===== src/fbpa_pkg.sv =====
// fbpa_pkg: shared types and constants of the fixed block pool allocator
// no dependencies; used by fbpa_ctrl, fbpa_dp and fixed_block_pool_allocator
`default_nettype none

package fbpa_pkg;

    localparam int ADDR_W    = 32;
    localparam int SIZE_W    = 16;
    localparam int NUM_W     = 6;
    localparam int MODE_W    = 2;
    localparam int CFG_IDX_W = 2;
    localparam int DIV_STEPS = ADDR_W;
    localparam int DIV_CNT_W = $clog2(DIV_STEPS + 1);
    localparam int LIM_W     = ADDR_W + 1;

    typedef enum logic [MODE_W-1:0] {
        MODE_INIT  = 2'd0,
        MODE_ALLOC = 2'd1,
        MODE_FREE  = 2'd2,
        MODE_NONE  = 2'd3
    } mode_t;

    typedef enum logic [CFG_IDX_W-1:0] {
        CFG_BASE_ADDR = 2'd0,
        CFG_BLK_BYTES = 2'd1,
        CFG_BLK_COUNT = 2'd2,
        CFG_UNUSED    = 2'd3
    } cfg_index_t;

    typedef enum logic [3:0] {
        ST_IDLE,
        ST_DISPATCH,
        ST_INIT,
        ST_SCAN,
        ST_AMUL,
        ST_AADD,
        ST_LMUL,
        ST_RANGE,
        ST_DIV,
        ST_FSET,
        ST_DONE
    } state_t;

    // controller to datapath
    typedef struct packed {
        logic load;
        logic init_map;
        logic scan_step;
        logic mul_idx;
        logic mul_cnt;
        logic alloc_commit;
        logic div_start;
        logic div_step;
        logic free_commit;
        logic out_load;
    } cmd_t;

    // datapath to controller
    typedef struct packed {
        mode_t mode;
        logic  scan_end;
        logic  scan_hit;
        logic  in_range;
        logic  div_done;
        logic  out_full;
    } status_t;

endpackage

`default_nettype wire


===== src/fixed_block_pool_allocator.sv =====
// fixed_block_pool_allocator: top level, configuration registers and stream ports
// depends on fbpa_pkg, fbpa_ctrl and fbpa_dp
`default_nettype none

// Usage
//   one request beat in on s_*, one result beat out on m_* for every request.
//   s_tuser carries the operation: init pool, allocate block, free block
//   (the fourth code does nothing and answers address 0, ok 0).
//   s_tdata carries the address to release, used by free only.
//   m_tdata carries the allocated address (0 unless an allocation succeeds),
//   m_tuser carries ok.
//   base address, block size and block count are written on the cfg_* port
//   while no request is in flight; every request reads them as they stand.
// Sequencing, from the accept edge to the result beat
//   one request at a time; s_tready is high only while the sequencer is idle.
//   init: dispatch, map init, done; unused code: dispatch, done
//   allocate: dispatch, a scan of the free map (one map bit per cycle),
//   index multiply, address add, done; a full pool goes from the scan to done
//   free: dispatch, count multiply, range check, the 32-step serial divider,
//   map set, done; a rejected address goes from the range check to done
// Reset clears the registers and marks every block as taken.
// A stalled m_tready holds the result in the output register; the next
// request is still accepted and runs, and waits only to hand its result over.

module fixed_block_pool_allocator #(
    parameter int MAX_BLOCKS = 32
) (
    input  wire logic                            aclk,
    input  wire logic                            aresetn,
    // request channel
    input  wire logic                            s_tvalid,
    output logic                                 s_tready,
    input  wire logic [31:0]                     s_tdata,   // address
    input  wire logic [1:0]                      s_tuser,   // mode
    // result channel
    output logic                                 m_tvalid,
    input  wire logic                            m_tready,
    output logic [31:0]                          m_tdata,   // block_address
    output logic                                 m_tuser,   // ok
    // register writes
    input  wire logic                            cfg_wen,
    input  wire logic [fbpa_pkg::CFG_IDX_W-1:0]  cfg_index,
    input  wire logic [31:0]                     cfg_wdata
);

    logic [fbpa_pkg::ADDR_W-1:0] base_addr_reg;
    logic [fbpa_pkg::SIZE_W-1:0] blk_bytes_reg;
    logic [fbpa_pkg::NUM_W-1:0]  blk_count_reg;

    fbpa_pkg::cmd_t    cmd;
    fbpa_pkg::status_t status;

    // register file, write only
    always_ff @(posedge aclk) begin
        if (!aresetn) begin
            base_addr_reg <= '0;
            blk_bytes_reg <= '0;
            blk_count_reg <= '0;
        end else if (cfg_wen) begin
            unique case (fbpa_pkg::cfg_index_t'(cfg_index))
                fbpa_pkg::CFG_BASE_ADDR: base_addr_reg <= cfg_wdata;
                fbpa_pkg::CFG_BLK_BYTES: blk_bytes_reg <= cfg_wdata[fbpa_pkg::SIZE_W-1:0];
                fbpa_pkg::CFG_BLK_COUNT: blk_count_reg <= cfg_wdata[fbpa_pkg::NUM_W-1:0];
                default: begin
                end
            endcase
        end
    end

    // sequencer
    fbpa_ctrl u_ctrl (
        .aclk     (aclk),
        .aresetn  (aresetn),
        .s_tvalid (s_tvalid),
        .s_tready (s_tready),
        .status   (status),
        .cmd      (cmd)
    );

    // free map, arithmetic and output register
    fbpa_dp #(
        .MAX_BLOCKS (MAX_BLOCKS)
    ) u_dp (
        .aclk            (aclk),
        .aresetn         (aresetn),
        .s_mode          (s_tuser),
        .s_address       (s_tdata),
        .base_addr       (base_addr_reg),
        .blk_bytes       (blk_bytes_reg),
        .blk_count       (blk_count_reg),
        .cmd             (cmd),
        .status          (status),
        .m_tvalid        (m_tvalid),
        .m_tready        (m_tready),
        .m_block_address (m_tdata),
        .m_ok            (m_tuser)
    );

endmodule

`default_nettype wire


===== src/fbpa_ctrl.sv =====
// fbpa_ctrl: sequencer of the pool allocator, one item at a time
// depends on fbpa_pkg
`default_nettype none

module fbpa_ctrl (
    input  wire logic             aclk,
    input  wire logic             aresetn,
    input  wire logic             s_tvalid,
    output logic                  s_tready,
    input  wire fbpa_pkg::status_t status,
    output fbpa_pkg::cmd_t        cmd
);

    fbpa_pkg::state_t state_reg;
    fbpa_pkg::state_t state_next;

    always_ff @(posedge aclk) begin
        if (!aresetn) begin
            state_reg <= fbpa_pkg::ST_IDLE;
        end else begin
            state_reg <= state_next;
        end
    end

    // next state
    always_comb begin
        state_next = state_reg;
        unique case (state_reg)
            fbpa_pkg::ST_IDLE: begin
                if (s_tvalid) state_next = fbpa_pkg::ST_DISPATCH;
            end
            fbpa_pkg::ST_DISPATCH: begin
                unique case (status.mode)
                    fbpa_pkg::MODE_INIT:  state_next = fbpa_pkg::ST_INIT;
                    fbpa_pkg::MODE_ALLOC: state_next = fbpa_pkg::ST_SCAN;
                    fbpa_pkg::MODE_FREE:  state_next = fbpa_pkg::ST_LMUL;
                    default:              state_next = fbpa_pkg::ST_DONE;
                endcase
            end
            fbpa_pkg::ST_INIT:  state_next = fbpa_pkg::ST_DONE;
            fbpa_pkg::ST_SCAN: begin
                if (status.scan_end) state_next = fbpa_pkg::ST_DONE;
                else if (status.scan_hit) state_next = fbpa_pkg::ST_AMUL;
            end
            fbpa_pkg::ST_AMUL:  state_next = fbpa_pkg::ST_AADD;
            fbpa_pkg::ST_AADD:  state_next = fbpa_pkg::ST_DONE;
            fbpa_pkg::ST_LMUL:  state_next = fbpa_pkg::ST_RANGE;
            fbpa_pkg::ST_RANGE: begin
                state_next = status.in_range ? fbpa_pkg::ST_DIV : fbpa_pkg::ST_DONE;
            end
            fbpa_pkg::ST_DIV: begin
                if (status.div_done) state_next = fbpa_pkg::ST_FSET;
            end
            fbpa_pkg::ST_FSET:  state_next = fbpa_pkg::ST_DONE;
            fbpa_pkg::ST_DONE: begin
                if (!status.out_full) state_next = fbpa_pkg::ST_IDLE;
            end
            default: state_next = fbpa_pkg::ST_IDLE;
        endcase
    end

    // outputs
    always_comb begin
        cmd      = '0;
        s_tready = 1'b0;
        unique case (state_reg)
            fbpa_pkg::ST_IDLE: begin
                s_tready = 1'b1;
                cmd.load = s_tvalid;
            end
            fbpa_pkg::ST_INIT:  cmd.init_map = 1'b1;
            fbpa_pkg::ST_SCAN: begin
                cmd.scan_step = !status.scan_end && !status.scan_hit;
            end
            fbpa_pkg::ST_AMUL:  cmd.mul_idx = 1'b1;
            fbpa_pkg::ST_AADD:  cmd.alloc_commit = 1'b1;
            fbpa_pkg::ST_LMUL:  cmd.mul_cnt = 1'b1;
            fbpa_pkg::ST_RANGE: cmd.div_start = status.in_range;
            fbpa_pkg::ST_DIV:   cmd.div_step = !status.div_done;
            fbpa_pkg::ST_FSET:  cmd.free_commit = 1'b1;
            fbpa_pkg::ST_DONE:  cmd.out_load = !status.out_full;
            default: begin
            end
        endcase
    end

    // one item in flight at a time
    a_one_item: assert property (@(posedge aclk) disable iff (!aresetn)
        s_tvalid && s_tready |=> !s_tready)
        else $error("fbpa_ctrl: second beat taken while busy");

    a_no_overwrite: assert property (@(posedge aclk) disable iff (!aresetn)
        cmd.out_load |-> !status.out_full)
        else $error("fbpa_ctrl: result loaded over a pending beat");

    a_div_bounded: assert property (@(posedge aclk) disable iff (!aresetn)
        cmd.div_step |-> !status.div_done)
        else $error("fbpa_ctrl: divider stepped past its last bit");

endmodule

`default_nettype wire


===== src/fbpa_dp.sv =====
// fbpa_dp: free map, scan counter, multiplier, serial divider and output stage
// depends on fbpa_pkg
`default_nettype none

module fbpa_dp #(
    parameter int MAX_BLOCKS = 32
) (
    input  wire logic                          aclk,
    input  wire logic                          aresetn,
    input  wire logic [fbpa_pkg::MODE_W-1:0]   s_mode,
    input  wire logic [fbpa_pkg::ADDR_W-1:0]   s_address,
    input  wire logic [fbpa_pkg::ADDR_W-1:0]   base_addr,
    input  wire logic [fbpa_pkg::SIZE_W-1:0]   blk_bytes,
    input  wire logic [fbpa_pkg::NUM_W-1:0]    blk_count,
    input  wire fbpa_pkg::cmd_t                cmd,
    output fbpa_pkg::status_t                  status,
    output logic                               m_tvalid,
    input  wire logic                          m_tready,
    output logic [fbpa_pkg::ADDR_W-1:0]        m_block_address,
    output logic                               m_ok
);

    localparam int CNT_W  = $clog2(MAX_BLOCKS + 1);
    localparam int IDX_W  = (MAX_BLOCKS > 1) ? $clog2(MAX_BLOCKS) : 1;
    localparam int PROD_W = fbpa_pkg::SIZE_W + CNT_W;
    localparam int ADDR_W = fbpa_pkg::ADDR_W;
    localparam int SIZE_W = fbpa_pkg::SIZE_W;
    localparam int LIM_W  = fbpa_pkg::LIM_W;

    logic [MAX_BLOCKS-1:0]           free_map_reg;
    fbpa_pkg::mode_t                 mode_reg;
    logic [ADDR_W-1:0]               addr_reg;
    logic [CNT_W-1:0]                idx_reg;
    logic [PROD_W-1:0]               prod_reg;
    logic [SIZE_W-1:0]               rem_reg;
    logic [ADDR_W-1:0]               quo_reg;
    logic [fbpa_pkg::DIV_CNT_W-1:0]  div_cnt_reg;
    logic [ADDR_W-1:0]               res_addr_reg;
    logic                            res_ok_reg;
    logic                            m_valid_reg;
    logic [ADDR_W-1:0]               m_addr_reg;
    logic                            m_ok_reg;

    logic [CNT_W-1:0]   cnt;
    logic [CNT_W-1:0]   mul_op;
    logic [PROD_W-1:0]  product;
    logic [LIM_W-1:0]   limit;
    logic [SIZE_W:0]    trial;
    logic [SIZE_W:0]    trial_diff;
    logic               trial_take;
    logic               quo_ok;
    logic               scan_end;

    // configured block count, saturated at the pool capacity
    assign cnt = (32'(blk_count) > 32'(MAX_BLOCKS)) ? CNT_W'(MAX_BLOCKS) : CNT_W'(blk_count);

    assign scan_end = (idx_reg >= cnt);
    assign mul_op   = cmd.mul_cnt ? cnt : idx_reg;
    assign product  = PROD_W'(blk_bytes) * PROD_W'(mul_op);

    // free range end, one bit wider so it never wraps
    assign limit = LIM_W'(base_addr) + LIM_W'(prod_reg);

    // restoring divide, one quotient bit per cycle
    assign trial      = {rem_reg, quo_reg[ADDR_W-1]};
    assign trial_take = (trial >= {1'b0, blk_bytes});
    assign trial_diff = trial - {1'b0, blk_bytes};
    assign quo_ok     = (quo_reg < ADDR_W'(cnt));

    always_comb begin
        status          = '0;
        status.mode     = mode_reg;
        status.scan_end = scan_end;
        status.scan_hit = !scan_end && free_map_reg[idx_reg[IDX_W-1:0]];
        status.in_range = (addr_reg != '0) && (addr_reg >= base_addr)
                          && (LIM_W'(addr_reg) < limit);
        status.div_done = (div_cnt_reg == fbpa_pkg::DIV_CNT_W'(fbpa_pkg::DIV_STEPS));
        status.out_full = m_valid_reg && !m_tready;
    end

    // free map
    always_ff @(posedge aclk) begin
        if (!aresetn) begin
            free_map_reg <= '0;
        end else if (cmd.init_map) begin
            for (int i = 0; i < MAX_BLOCKS; i++) begin
                if (32'(i) < 32'(cnt)) free_map_reg[i] <= 1'b1;
            end
        end else if (cmd.alloc_commit) begin
            free_map_reg[idx_reg[IDX_W-1:0]] <= 1'b0;
        end else if (cmd.free_commit && quo_ok) begin
            free_map_reg[quo_reg[IDX_W-1:0]] <= 1'b1;
        end
    end

    // working registers
    always_ff @(posedge aclk) begin
        if (cmd.load) begin
            mode_reg     <= fbpa_pkg::mode_t'(s_mode);
            addr_reg     <= s_address;
            idx_reg      <= '0;
            res_addr_reg <= '0;
            res_ok_reg   <= 1'b0;
        end
        if (cmd.scan_step) idx_reg <= idx_reg + CNT_W'(1);
        if (cmd.mul_idx || cmd.mul_cnt) prod_reg <= product;
        if (cmd.alloc_commit) begin
            res_addr_reg <= base_addr + ADDR_W'(prod_reg);
            res_ok_reg   <= 1'b1;
        end
        if (cmd.div_start) begin
            rem_reg     <= '0;
            quo_reg     <= addr_reg - base_addr;
            div_cnt_reg <= '0;
        end else if (cmd.div_step) begin
            rem_reg     <= trial_take ? trial_diff[SIZE_W-1:0] : trial[SIZE_W-1:0];
            quo_reg     <= {quo_reg[ADDR_W-2:0], trial_take};
            div_cnt_reg <= div_cnt_reg + fbpa_pkg::DIV_CNT_W'(1);
        end
        if (cmd.free_commit) res_ok_reg <= quo_ok;
    end

    // output stage
    always_ff @(posedge aclk) begin
        if (!aresetn) begin
            m_valid_reg <= 1'b0;
        end else if (cmd.out_load) begin
            m_valid_reg <= 1'b1;
        end else if (m_tready) begin
            m_valid_reg <= 1'b0;
        end
    end

    always_ff @(posedge aclk) begin
        if (cmd.out_load) begin
            m_addr_reg <= res_addr_reg;
            m_ok_reg   <= res_ok_reg;
        end
    end

    assign m_tvalid        = m_valid_reg;
    assign m_block_address = m_addr_reg;
    assign m_ok            = m_ok_reg;

    a_free_only_sets: assert property (@(posedge aclk) disable iff (!aresetn)
        cmd.free_commit |=> (($past(free_map_reg) & ~free_map_reg) == '0))
        else $error("fbpa_dp: free cleared a block bit");

    a_alloc_ok: assert property (@(posedge aclk) disable iff (!aresetn)
        cmd.alloc_commit |=> res_ok_reg)
        else $error("fbpa_dp: allocation without ok");

    a_alloc_in_pool: assert property (@(posedge aclk) disable iff (!aresetn)
        cmd.alloc_commit |-> (idx_reg < cnt))
        else $error("fbpa_dp: allocated block outside the pool");

endmodule

`default_nettype wire


===== config.mk =====
export PLATFORM = sky130hd
export DESIGN_NAME = fixed_block_pool_allocator
export DESIGN_NICKNAME = d
export VERILOG_FILES = /design/src/fbpa_pkg.sv /design/src/fixed_block_pool_allocator.sv /design/src/fbpa_ctrl.sv /design/src/fbpa_dp.sv
export SDC_FILE = /design/constraint.sdc
export NUM_CORES = 1
export LEC_CHECK = 0
export ABC_AREA = 1
export BUFFER_PORTS_ARGS = -buffer_cell sky130_fd_sc_hd__buf_2
export CAP_MARGIN = 20
export CORE_ASPECT_RATIO = 1.25
export CORE_MARGIN = 2
export CORE_UTILIZATION = 40
export CTS_BUF_LIST = sky130_fd_sc_hd__clkbuf_4
export DETAILED_ROUTE_END_ITERATION = 10
export MAX_ROUTING_LAYER = met4
export SYNTH_ARGS = -nofsm -noshare
export SYNTH_HDL_FRONTEND = slang
export SYNTH_SLANG_ARGS = --single-unit
export TNS_END_PERCENT = 100

===== constraint.sdc =====
create_clock -name aclk -period 12.1 [get_ports aclk]
set_clock_uncertainty 0.05 [all_clocks]
set_input_delay 1.21 -clock aclk [delete_from_list [all_inputs] [get_ports aclk]]
set_output_delay 1.21 -clock aclk [all_outputs]
set_load 0.01 [all_outputs]

==> metrics.md, run 1 <==
| Metric | Value |
|---|---|
| Syn_nets | `2818` |
| Setup WS pre-CTS | `~5500 ps` |
| Startpoint type of the worst setup path | `flip-flop` |
| Req. time, crit path | `about 13000 ps` |
| DR WL/cell | `between 15 and 20 um` |
| Worst-case vdd ir drop | `around 0.00012 V` |
| RR Startpoint | `u_ctrl.state_reg[1]` |
| Outcome | `complete, no violations` |
| Hold Crit Start | `u_dp.res_addr_reg[18]` |
| TNS Setup | `0 ps` |
| PD cells | `191 nW/um^2` |
| Post-Route M1 WL | `24.7 mm` |
| Post-synth ARST share | `0%` |
| Total gr overflow | `0` |
| Tightest Pin Transition | `about 1200 ps` |
| WHS Path Cells | `0` |
| Post-route ant nets | `0` |
| CTS resizes | `0` |
| Max-slew violations | `0` |
| Worst path bufs/invs | `6` |
| Clock buffer count from CTS | `around 80` |
| Placer Congestion | `roughly 0.96` |
| Core ar. | `around 49000 sq um` |
| Uppermost layer routed | `met4` |
| Layout cells sized above 1 | `11.6%` |
| HP Class | `flip-flop to flip-flop` |
| Synth area leader | `edfxtp_1` |
| Slowest CP cell | `o21ai_0` |
| Synth cell types | `53` |
| Gr usage total | `between 20% and 30%` |
| Worst R2R Setup Slack | `approximately 5500 ps` |
| Final setup viols | `0` |
| Hold endpoint | `u_dp.m_block_address[18]` |
| Final hold violations | `0` |
| Sequential Power Share | `around 34%` |
| Max Cap Viol | `0` |
| Initial antenna violation count | `4` |
| Fmax | `~150 MHz` |
| Power consumption | `4.21 mW` |
| Yosys reg bits | `between 200 and 300` |
| Number of flops mapped to enable cells by yosys | `160` |
| Die footprint | `slightly above 50000 sq um` |
| Met2 routed WL | `~29 mm` |
| Vias in the first global route | `about 18000` |
| Leakage power | `a little under 10 nW` |
| Via Count | `approximately 18000` |
| Port buffer count | `around 110` |
| CP Max Fanout | `12` |
| Die width | `between 200 and 250 um` |
| Cells after Synth | `2537` |
| Fin nets | `2960` |
| Max Buffers Root-to-Sink | `3` |
| Post-Syn Area | `roughly 20000 sq um` |
| First-pass GRT wire length | `a little over 90 mm` |
| DRT Pass-1 Iters | `5` |
| Vias per cell | `approximately 5.3` |
| Reg2reg end | `u_dp.prod_reg[18]` |
| Critical path arrival | `approximately 7100 ps` |
| CTS tree | `built` |
| Tmin final | `roughly 6600 ps` |
| P&R area growth vs syn | `11.2%` |
| Yosys top cell area share | `24.2%` |
| Top delay family on crit path | `compound AO/OA/AOI/OAI gates` |
| Synth cell count leaders | `nand2_1, inv_1, nor2_1` |
| # Post-CTS Setup Buffers | `0` |
| Synth Area per Inst | `roughly 7.8 sq um` |
| Post-DP HPWL | `around 45 mm` |
| Final worst path period share | `roughly 54%` |
| Crit Path Category | `flip-flop to flip-flop` |
| Final WL | `between 50 and 60 mm` |
| Worst reg-to-reg path cell count | `23` |
| Most numerous cell in the Yosys netlist | `nand2_1` |
| Worst skew pair latency | `between 800 and 900 ps` |
| Die boundary height | `about 250 um` |
| Synth Warn # | `0` |
| Sw power | `between 1.5 and 2 mW` |
| RSZ-0062 raised after global routing | `false` |
| Clock slew at reported path FFs | `about 70 ps` |
| Int Power | `around 2.4 mW` |
| Largest net degree at the start of global routing | `between 80 and 90` |
| Crit path largest cell delay | `around 920 ps` |
| Most common cell on crit path | `inv_1` |
| Net Sw Frac | `43.3%` |
| CP Capture Type | `flip-flop` |
| Post-CTS Hold Buffers | `0` |
| H-tree depth | `3` |
| Drt drc | `0` |
| Clock network power share | `a little over a fifth` |
| Gate power share | `44.5%` |
| Post-synthesis sequential area ratio | `between 30% and 40%` |
| Crit. path cell count | `23` |
| Initial Util | `between 40% and 50%` |
| Detailed Route Iter0 Violations | `around 1200` |
| Clk sink count | `between 200 and 300` |
| Setup WS post-layout | `about 5500 ps` |
| # rows | `a little over 90` |
| Met3 wire length | `just over 3 mm` |
| Worst path cell trace | `inv_2 > nor2_1 > inv_2 > nor2_1 > inv_1 > o21ai_0 > inv_1 > nor2_1 > fa_1 > inv_1 > fa_1 > fa_1 > inv_1 > ha_1 > a21oi_1 > nand2_1 > nand2_1 > nand2_1 > a21oi_1 > o21ai_0 > a21boi_0 > o21ai_0 > xor2_1` |
| Ys flop type | `edfxtp_1` |
| I/O pin cnt | `108` |
| Synth area leaders | `edfxtp_1, dfxtp_1, nand2_1, ha_1, a21oi_1` |
| Normalized max-slew margin | `about 22%` |
| Clk root buf | `clkbuf_4` |
logic make-up after synthesis:
kind of cell / synth area share (%)
compound gates: 15.3
xor+xnor: 3.98
fa+ha+maj: 15.4
buf+inv: 8.01
flops: 35.7
simple gates: 21.6
stage by stage:
stage          utilization [%]  hold WS (ps)  instances  cell area [sq um]
5_1_grt                   44.8           373       3389              22000
6_report                  44.8           365       3389              22000
2_1_floorplan                -           350       2537              19800
4_1_cts                   44.8           357       3386              22000
3_5_place_dp              42.7           355       3250              21000
3_3_place_gp              42.7           353       3250              21000
cell type report:
class	instances	area, sq um
clock buffer	112	841
timing repair buffer	126	678
fill	5018	27200
inverter	333	1250
clock inverter	24	193
antenna	3	7.51
sequential	273	7070
tap	651	815
multi-input combinational	1867	11200
placed cells by master, fill, tap and decap left out, types with 20 or more instances in the layout:
| master | Yosys | final |
|---|---|---|
| o21ai_2 | 29 | 29 |
| buf_2 | 15 | 107 |
| nand3_1 | 94 | 93 |
| o21ai_0 | 162 | 160 |
| fa_1 | 60 | 60 |
| ha_1 | 148 | 148 |
| nor4_1 | 20 | 20 |
| clkbuf_4 | 0 | 112 |
| nand2_1 | 511 | 511 |
| nor2_1 | 316 | 314 |
| dfxtp_1 | 113 | 113 |
| inv_1 | 319 | 319 |
| xor2_1 | 50 | 50 |
| xnor2_1 | 40 | 40 |
| a21oi_1 | 252 | 252 |
| edfxtp_1 | 160 | 160 |
| nor3_1 | 32 | 31 |
worst max-delay path by stage:
| stage | from | endpoint | slack, ps |
|---|---|---|---|
| floorplan | u_ctrl.state_reg[1] | u_dp.prod_reg[18] | 7040 |
| global route | u_ctrl.state_reg[1] | u_dp.prod_reg[18] | 4870 |
| global placement | u_ctrl.state_reg[1] | u_dp.prod_reg[18] | 5560 |
| finish | u_ctrl.state_reg[1] | u_dp.prod_reg[18] | 5530 |
| CTS | u_ctrl.state_reg[1] | u_dp.prod_reg[18] | 5470 |
| detailed placement | u_ctrl.state_reg[1] | u_dp.prod_reg[18] | 5490 |
routing by layer:
metal | global-route usage, % | vias to the layer above
li1 | - | 8785
met1 | 27.9 | 8375
met2 | 41.7 | 511
met3 | 3.29 | 122
met4 | 9.61 | 0
met5 | - | -
power groups by stage:
| stage | clock network [mW] | logic, mW | registers [mW] |
|---|---|---|---|
| 6_report | 0.918 | 1.88 | 1.42 |
| 3_3_place_gp | 0 | 1.84 | 1.43 |
| 5_1_grt | 0.995 | 2.13 | 1.44 |
| 3_5_place_dp | 0 | 1.87 | 1.44 |
| 4_1_cts | 0.950 | 1.88 | 1.42 |
| 2_1_floorplan | 0 | 1.41 | 1.37 |
No activity file was read; power rests on OpenSTA's default activity.
==> inputs of run 2 (changes only) <==
clock period = 5.95 ns   (was 12.1 ns; I/O delays follow)
==> run 2 against run 1 <==
- cell count grew 1.9%
- wire length grew 2.2%
- sequential cell count is the same
- global-route usage grew 0.39 points
- setup slack lost 5100 ps
- sequential share of layout area shrank 0.73 points
- highest routed layer unchanged
==> metrics.md, run 2 (same netlist as run 1, synthesis figures left out) <==
| Metric | Value |
|---|---|
| Slowest CP cell | `fa_1` |
| Critical path arrival | `6030 ps (-1050 ps)` |
| Vias in the first global route | `17865 (+0.92%)` |
| Max Buffers Root-to-Sink | `3 (unchanged)` |
| Fillers | `5054 (+0.72%)` |
| Final worst path period share | `93.3% (+39 points)` |
| P&R area growth vs syn | `13.8%` |
| Final hold violations | `0 (unchanged)` |
| M2 GR Usage | `42.4% (+0.73 points)` |
| Fmax | `180 MHz (+18%)` |
| Crit path largest cell delay | `540 ps (-380 ps)` |
| CP Capture Type | `flip-flop` |
| Met1 usage | `28.1% (+0.19 points)` |
| Tightest Pin Transition | `1060 ps (-90.1 ps)` |
| Die boundary height | `253 um (unchanged)` |
| Final setup viols | `0 (unchanged)` |
| PD cells | `378 nW/um^2 (+98%)` |
| CP Max Fanout | `6 (-6)` |
| CTS tree | `built` |
| Layout cells sized above 1 | `11.6% (+0.012 points)` |
| Drt drc | `0 (unchanged)` |
| Initial Util | `40.3% (unchanged)` |
| DR WL/cell | `17.5 um (+0.27%)` |
| Most common cell on crit path | `inv_1` |
| Max-slew violations | `0 (unchanged)` |
| I/O pin cnt | `108 (unchanged)` |
| Worst-case vdd ir drop | `0.000245 V (+110%)` |
| Final core utilization | `45.8% (+1.0 points)` |
| Most frequent cells in the layout | `nand2_1, inv_1, nor2_1` |
| Clk sink count | `273 (unchanged)` |
| Via Count | `18067 (+1.5%)` |
| Leakage power | `9.91 nW (+2.5%)` |
| Post-route ant nets | `0 (unchanged)` |
| Die footprint | `51300 sq um (unchanged)` |
| Die width | `203 um (unchanged)` |
| Clock buffer count from CTS | `79 (+1.3%)` |
| Total gr overflow | `0 (unchanged)` |
| Met3 usage | `3.45% (+0.15 points)` |
| Gr usage total | `24.3% (+0.39 points)` |
| HP Class | `input pin to flip-flop` |
| Final WL | `60.5 mm (+2.2%)` |
| Worst skew pair latency | `850 ps (+30 ps)` |
| Core ar. | `49200 sq um (unchanged)` |
| Outcome | `complete, no violations` |
| Initial antenna violation count | `2 (-2)` |
| Port buffer count | `107 (unchanged)` |
| Startpoint type of the worst setup path | `flip-flop` |
| First-pass GRT wire length | `94.7 mm (+1.5%)` |
| H-tree depth | `3 (unchanged)` |
| Worst path cell trace | `inv_2 > nor2_1 > inv_2 > nor2_1 > inv_1 > o21ai_0 > buf_4 > inv_1 > nor2_1 > fa_1 > inv_1 > fa_1 > fa_1 > inv_1 > ha_1 > a21oi_1 > nand2_1 > nand2_1 > nand2_1 > a21oi_1 > o21ai_0 > a21boi_0 > o21ai_0 > xor2_1` |
| Tmin final | `5550 ps (-1020 ps)` |
| Vias per cell | `5.23 (-0.40%)` |
| Clock slew at reported path FFs | `60 ps (about the same)` |
| Post-DP HPWL | `46.6 mm (+3.1%)` |
| Clk root buf | `clkbuf_4` |
| Fin nets | `3016 (+1.9%)` |
| Commonest non-fill, non-tap cell in the layout | `nand2_1` |
| Crit Path Category | `flip-flop to flip-flop` |
| Max Cap Viol | `0 (unchanged)` |
| Top Usage Layer GRT | `met2` |
| Detailed Route Iter0 Violations | `1099 (-8.3%)` |
| DP Area | `21100 sq um (+0.35%)` |
| Normalized max-slew margin | `29.0% (+6.6 points)` |
| Largest net degree at the start of global routing | `82 (-3.5%)` |
| Power consumption | `8.53 mW (+100%)` |
| # rows | `91 (unchanged)` |
| TNS Setup | `0 ps (unchanged)` |
| RSZ-0062 raised after global routing | `false` |
| DRT Pass-1 Iters | `6 (+1)` |
| Req. time, crit path | `6430 ps (-6180 ps)` |
| Final instance area | `22500 sq um (+2.3%)` |
| Placer Congestion | `0.972 (+0.95%)` |
==> run 2: cell count changes in the layout (fill, tap and decap cells not counted), sizes merged <==
cell / change
bufinv: -3
clkinvlp: -4
clkbuf: -4
clkinv: +17
buf: +8
inv: +5
dlygate4sd3: +47
==> run 2: power breakdown <==
part | internal, mW | leakage (nW) | switching (mW)
sequential | 2.53 | 2.42 | 0.353
clock | 0.865 | 0.594 | 0.911
combinational | 1.38 | 6.90 | 2.49
total | 4.77 | 9.91 | 3.76
==> run 2: cell type report <==
class | count | area, sq um | area share, %
antenna | 3 | 7.51 | 0.0333
clock buffer | 108 | 811 | 3.60
clock inverter | 39 | 190 | 0.844
inverter | 333 | 1250 | 5.55
multi-input combinational | 1867 | 11200 | 49.6
sequential | 273 | 7070 | 31.4
tap | 651 | 815 | 3.61
timing repair buffer | 181 | 1220 | 5.42
==> run 2: routing by layer <==
metal / routed length, um / vias to the layer above
met2: 30300 / 494
met1: 25100 / 8536
met4: 2150 / 0
li1: - / 8900
met5: 0 / -
met3: 2940 / 137
==> run 2: per-stage QoR <==
stage	cells	hold WS (ps)	worst slack, ps
3_5_place_dp	3258	355	364
3_3_place_gp	3258	352	427
5_1_grt	3455	39.8	30.9
2_1_floorplan	2537	350	889
4_1_cts	3452	6.81	315
6_report	3455	76.0	401
==> run 2: worst max-delay path, delay by kind of cell (launching register included) <==
family,cells,cell delay (ps)
xor+xnor,1,170
buf+inv,7,640
fa+ha+maj,4,1780
flops,1,400
compound gates,6,1310
simple gates,6,910
==> run 2: final timing paths <==
check	from	to	slack, ps	cells past startpoint
worst max-delay path	u_ctrl.state_reg[1]	u_dp.prod_reg[18]	400	24
worst min-delay path	cfg_wdata[24]	base_addr_reg[24]	80	3
worst max register to register	u_ctrl.state_reg[1]	u_dp.prod_reg[18]	400	24
worst min register to register	u_dp.res_addr_reg[6]	u_dp.m_block_address[6]	320	0
==> run 2: what timing repair did <==
item                       4_1_cts  5_1_grt
hold endpoints to repair        47        0
setup endpoints to repair        0        1
gates resized for setup          0        1
setup buffers                    0        0
hold buffers                    47        0
==> inputs of run 3 (changes only) <==
ABC_AREA = not set   (was 1)
clock period = 6.4 ns   (was 5.95 ns; I/O delays follow)
==> run 3 against run 2 <==
- sequential power down 11%
- clock power down 7%
- global-route usage about the same
- via count down 12%
- cell area down 5.4%
- core utilization up 0.61 points
- total power down 18%
- area after synthesis down 6.9%
- die area down 6.7%
- sequential cell count unchanged
- setup slack better by 5.4 ps
- wire length down 6.9%
==> metrics.md, run 3 <==
| Metric | Value |
|---|---|
| Syn_nets | `2274 (-19%)` |
| Core ar. | `45900 sq um (-6.7%)` |
| PD cells | `329 nW/um^2 (-13%)` |
| Normalized max-slew margin | `38.3% (+9.4 points)` |
| CTS tree | `built` |
| Most numerous cell in the Yosys netlist | `nand2_1` |
| Clk sink count | `273 (unchanged)` |
| Synth area leaders | `edfxtp_1, dfxtp_1, ha_1, fa_1, a21oi_1` |
| Commonest non-fill, non-tap cell in the layout | `nand2_1` |
| Tmin final | `5990 ps (+445 ps)` |
| Leakage power | `8.76 nW (-12%)` |
| Worst-case vdd ir drop | `0.000132 V (-46%)` |
| Yosys reg bits | `273 (unchanged)` |
| Die width | `196 um (-3.4%)` |
| First-pass GRT wire length | `87.4 mm (-7.7%)` |
| Clk root buf | `clkbuf_4` |
| P&R area growth vs syn | `15.5%` |
| Power consumption | `7.02 mW (-18%)` |
| CP Capture Type | `flip-flop` |
| Largest net degree at the start of global routing | `46 (-44%)` |
| Clock buffer count from CTS | `75 (-5.1%)` |
| Synth cell types | `83 (+57%)` |
| TNS Setup | `0 ps (unchanged)` |
| Placer Congestion | `0.977 (+0.56%)` |
| Post-placement cell count | `2665 (-18%)` |
| Die boundary height | `244 um (-3.4%)` |
| Final worst path period share | `93.7% (+0.39 points)` |
| Tightest Pin Transition | `917 ps (-145 ps)` |
| DRT Pass-1 Iters | `5 (-1)` |
| Clock slew at reported path FFs | `70 ps (about the same)` |
| Max Buffers Root-to-Sink | `3 (unchanged)` |
| Fmax | `167 MHz (-7.4%)` |
| Synth Area per Inst | `9.26 sq um (+19%)` |
| Post-Syn Area | `18500 sq um (-6.9%)` |
| I/O pin cnt | `108 (unchanged)` |
| Req. time, crit path | `6860 ps (+430 ps)` |
| Synth cell count leaders | `nand2_1, nor2_1, a21oi_1` |
| Port buffer count | `107 (unchanged)` |
| Max-slew violations | `0 (unchanged)` |
| Fin nets | `2482 (-18%)` |
| Synth Warn # | `0 (unchanged)` |
| Worst skew pair latency | `840 ps (about the same)` |
| Crit Path Category | `flip-flop to flip-flop` |
| Max Cap Viol | `0 (unchanged)` |
| Startpoint type of the worst setup path | `flip-flop` |
| Outcome | `complete, no violations` |
| Ys flop type | `edfxtp_1` |
| Vias in the first global route | `15660 (-12%)` |
| DR WL/cell | `19.8 um (+13%)` |
| Detailed Route Iter0 Violations | `1237 (+13%)` |
| Final hold violations | `0 (unchanged)` |
| Initial antenna violation count | `4 (+2)` |
| Die footprint | `47900 sq um (-6.7%)` |
| Initial Util | `40.2% (-0.088 points)` |
| Post-synth ARST share | `0% (unchanged)` |
| Total gr overflow | `0 (unchanged)` |
| Post-synthesis sequential area ratio | `38.3% (+2.6 points)` |
| Final WL | `56.3 mm (-6.9%)` |
| Post-route ant nets | `0 (unchanged)` |
| Via Count | `15851 (-12%)` |
| Final setup viols | `0 (unchanged)` |
| H-tree depth | `3 (unchanged)` |
| CP Max Fanout | `17 (+11)` |
| Gr usage total | `24.3% (about the same)` |
| Layout cells sized above 1 | `14.4% (+2.8 points)` |
| Most frequent cells in the layout | `nand2_1, nor2_1, a21oi_1` |
| # rows | `88 (-3.3%)` |
| HP Class | `input pin to flip-flop` |
| Post-DP HPWL | `43.2 mm (-7.1%)` |
| Number of flops mapped to enable cells by yosys | `160 (unchanged)` |
| Cells after Synth | `1993 (-21%)` |
| Synth area leader | `edfxtp_1` |
| Critical path arrival | `6450 ps (+420 ps)` |
| Drt drc | `0 (unchanged)` |
| Yosys top cell area share | `26.0% (+1.8 points)` |
| Vias per cell | `5.57 (+6.4%)` |
| Layout Cells excl Fill | `2848 (-18%)` |
| RSZ-0062 raised after global routing | `false` |
==> run 3: path summary, 6_finish.rpt <==
kind	slack, ps	start	depth (start not counted)	endpoint
setup / recovery	410	u_ctrl.state_reg[0]	21	u_dp.prod_reg[21]
hold / removal	60	cfg_wdata[28]	3	base_addr_reg[28]
setup reg to reg	410	u_ctrl.state_reg[0]	21	u_dp.prod_reg[21]
hold reg to reg	360	u_dp.res_addr_reg[22]	0	u_dp.m_block_address[22]
==> run 3: final cells by class <==
cell class              instances  area, sq um
flip-flops and latches        273         7070
clock buffers                 104          781
repair buffers                193         1340
multi-input cells            1501        10600
fillers                      4379        24600
diodes                          5         12.5
inverters                     157          593
well taps                     585          732
clock inverters                30          203
==> run 3: metrics by stage <==
step,hold slack (ps),util [%],setup slack (ps),cell area [sq um]
3_3_place_gp,352,43.1,311,19800
6_report,58.8,46.4,406,21300
5_1_grt,29.1,46.4,0.244,21300
2_1_floorplan,350,-,630,18500
3_5_place_dp,355,43.2,193,19800
4_1_cts,1.54,46.2,153,21200
==> run 3: cell families after synthesis <==
group | share of synthesized area [%]
and+or+nand+nor | 16.6
DFF | 38.3
xor gates and xnor gates | 4.03
adders and majority gates | 16.5
muxes | 2.64
buffers and inverters | 4.66
AOI/OAI and AO/OA | 17.3
==> run 3: what timing repair did <==
| item | CTS | global route |
|---|---|---|
| gates resized for setup | 0 | 6 |
| hold buffers | 42 | 0 |
| setup buffers | 0 | 0 |
| hold endpoints to repair | 42 | 0 |
| setup endpoints to repair | 0 | 41 |
==> run 3: report_power, final <==
part	internal, mW	switching [mW]
Clock	0.844	0.808
Combinational	1.14	1.66
Sequential	2.29	0.284
Total	4.27	2.75
==> run 3: worst max-delay path: stages, from the launching register on <==
cell and delay (ps):
dfxtp_1 560, nor2_1 100, nand3_1 100, buf_4 200
nor2_1 60, a21oi_1 400, buf_4 310, nor2_1 90
fa_1 520, fa_1 550, inv_1 50, fa_1 520
inv_1 40, ha_1 230, or3_1 400, a2111oi_2 390
buf_4 180, o31a_1 170, a21oi_1 110, a211oi_1 330
a21oi_1 130, xor2_1 160
==> run 3: routing by layer <==
| layer | GRT usage (%) | part of all wire, % |
|---|---|---|
| met5 | - | 0 |
| met2 | 40.9 | 50 |
| met3 | 4.12 | 5.4 |
| met4 | 9.00 | 2.8 |
| met1 | 29.3 | 42 |
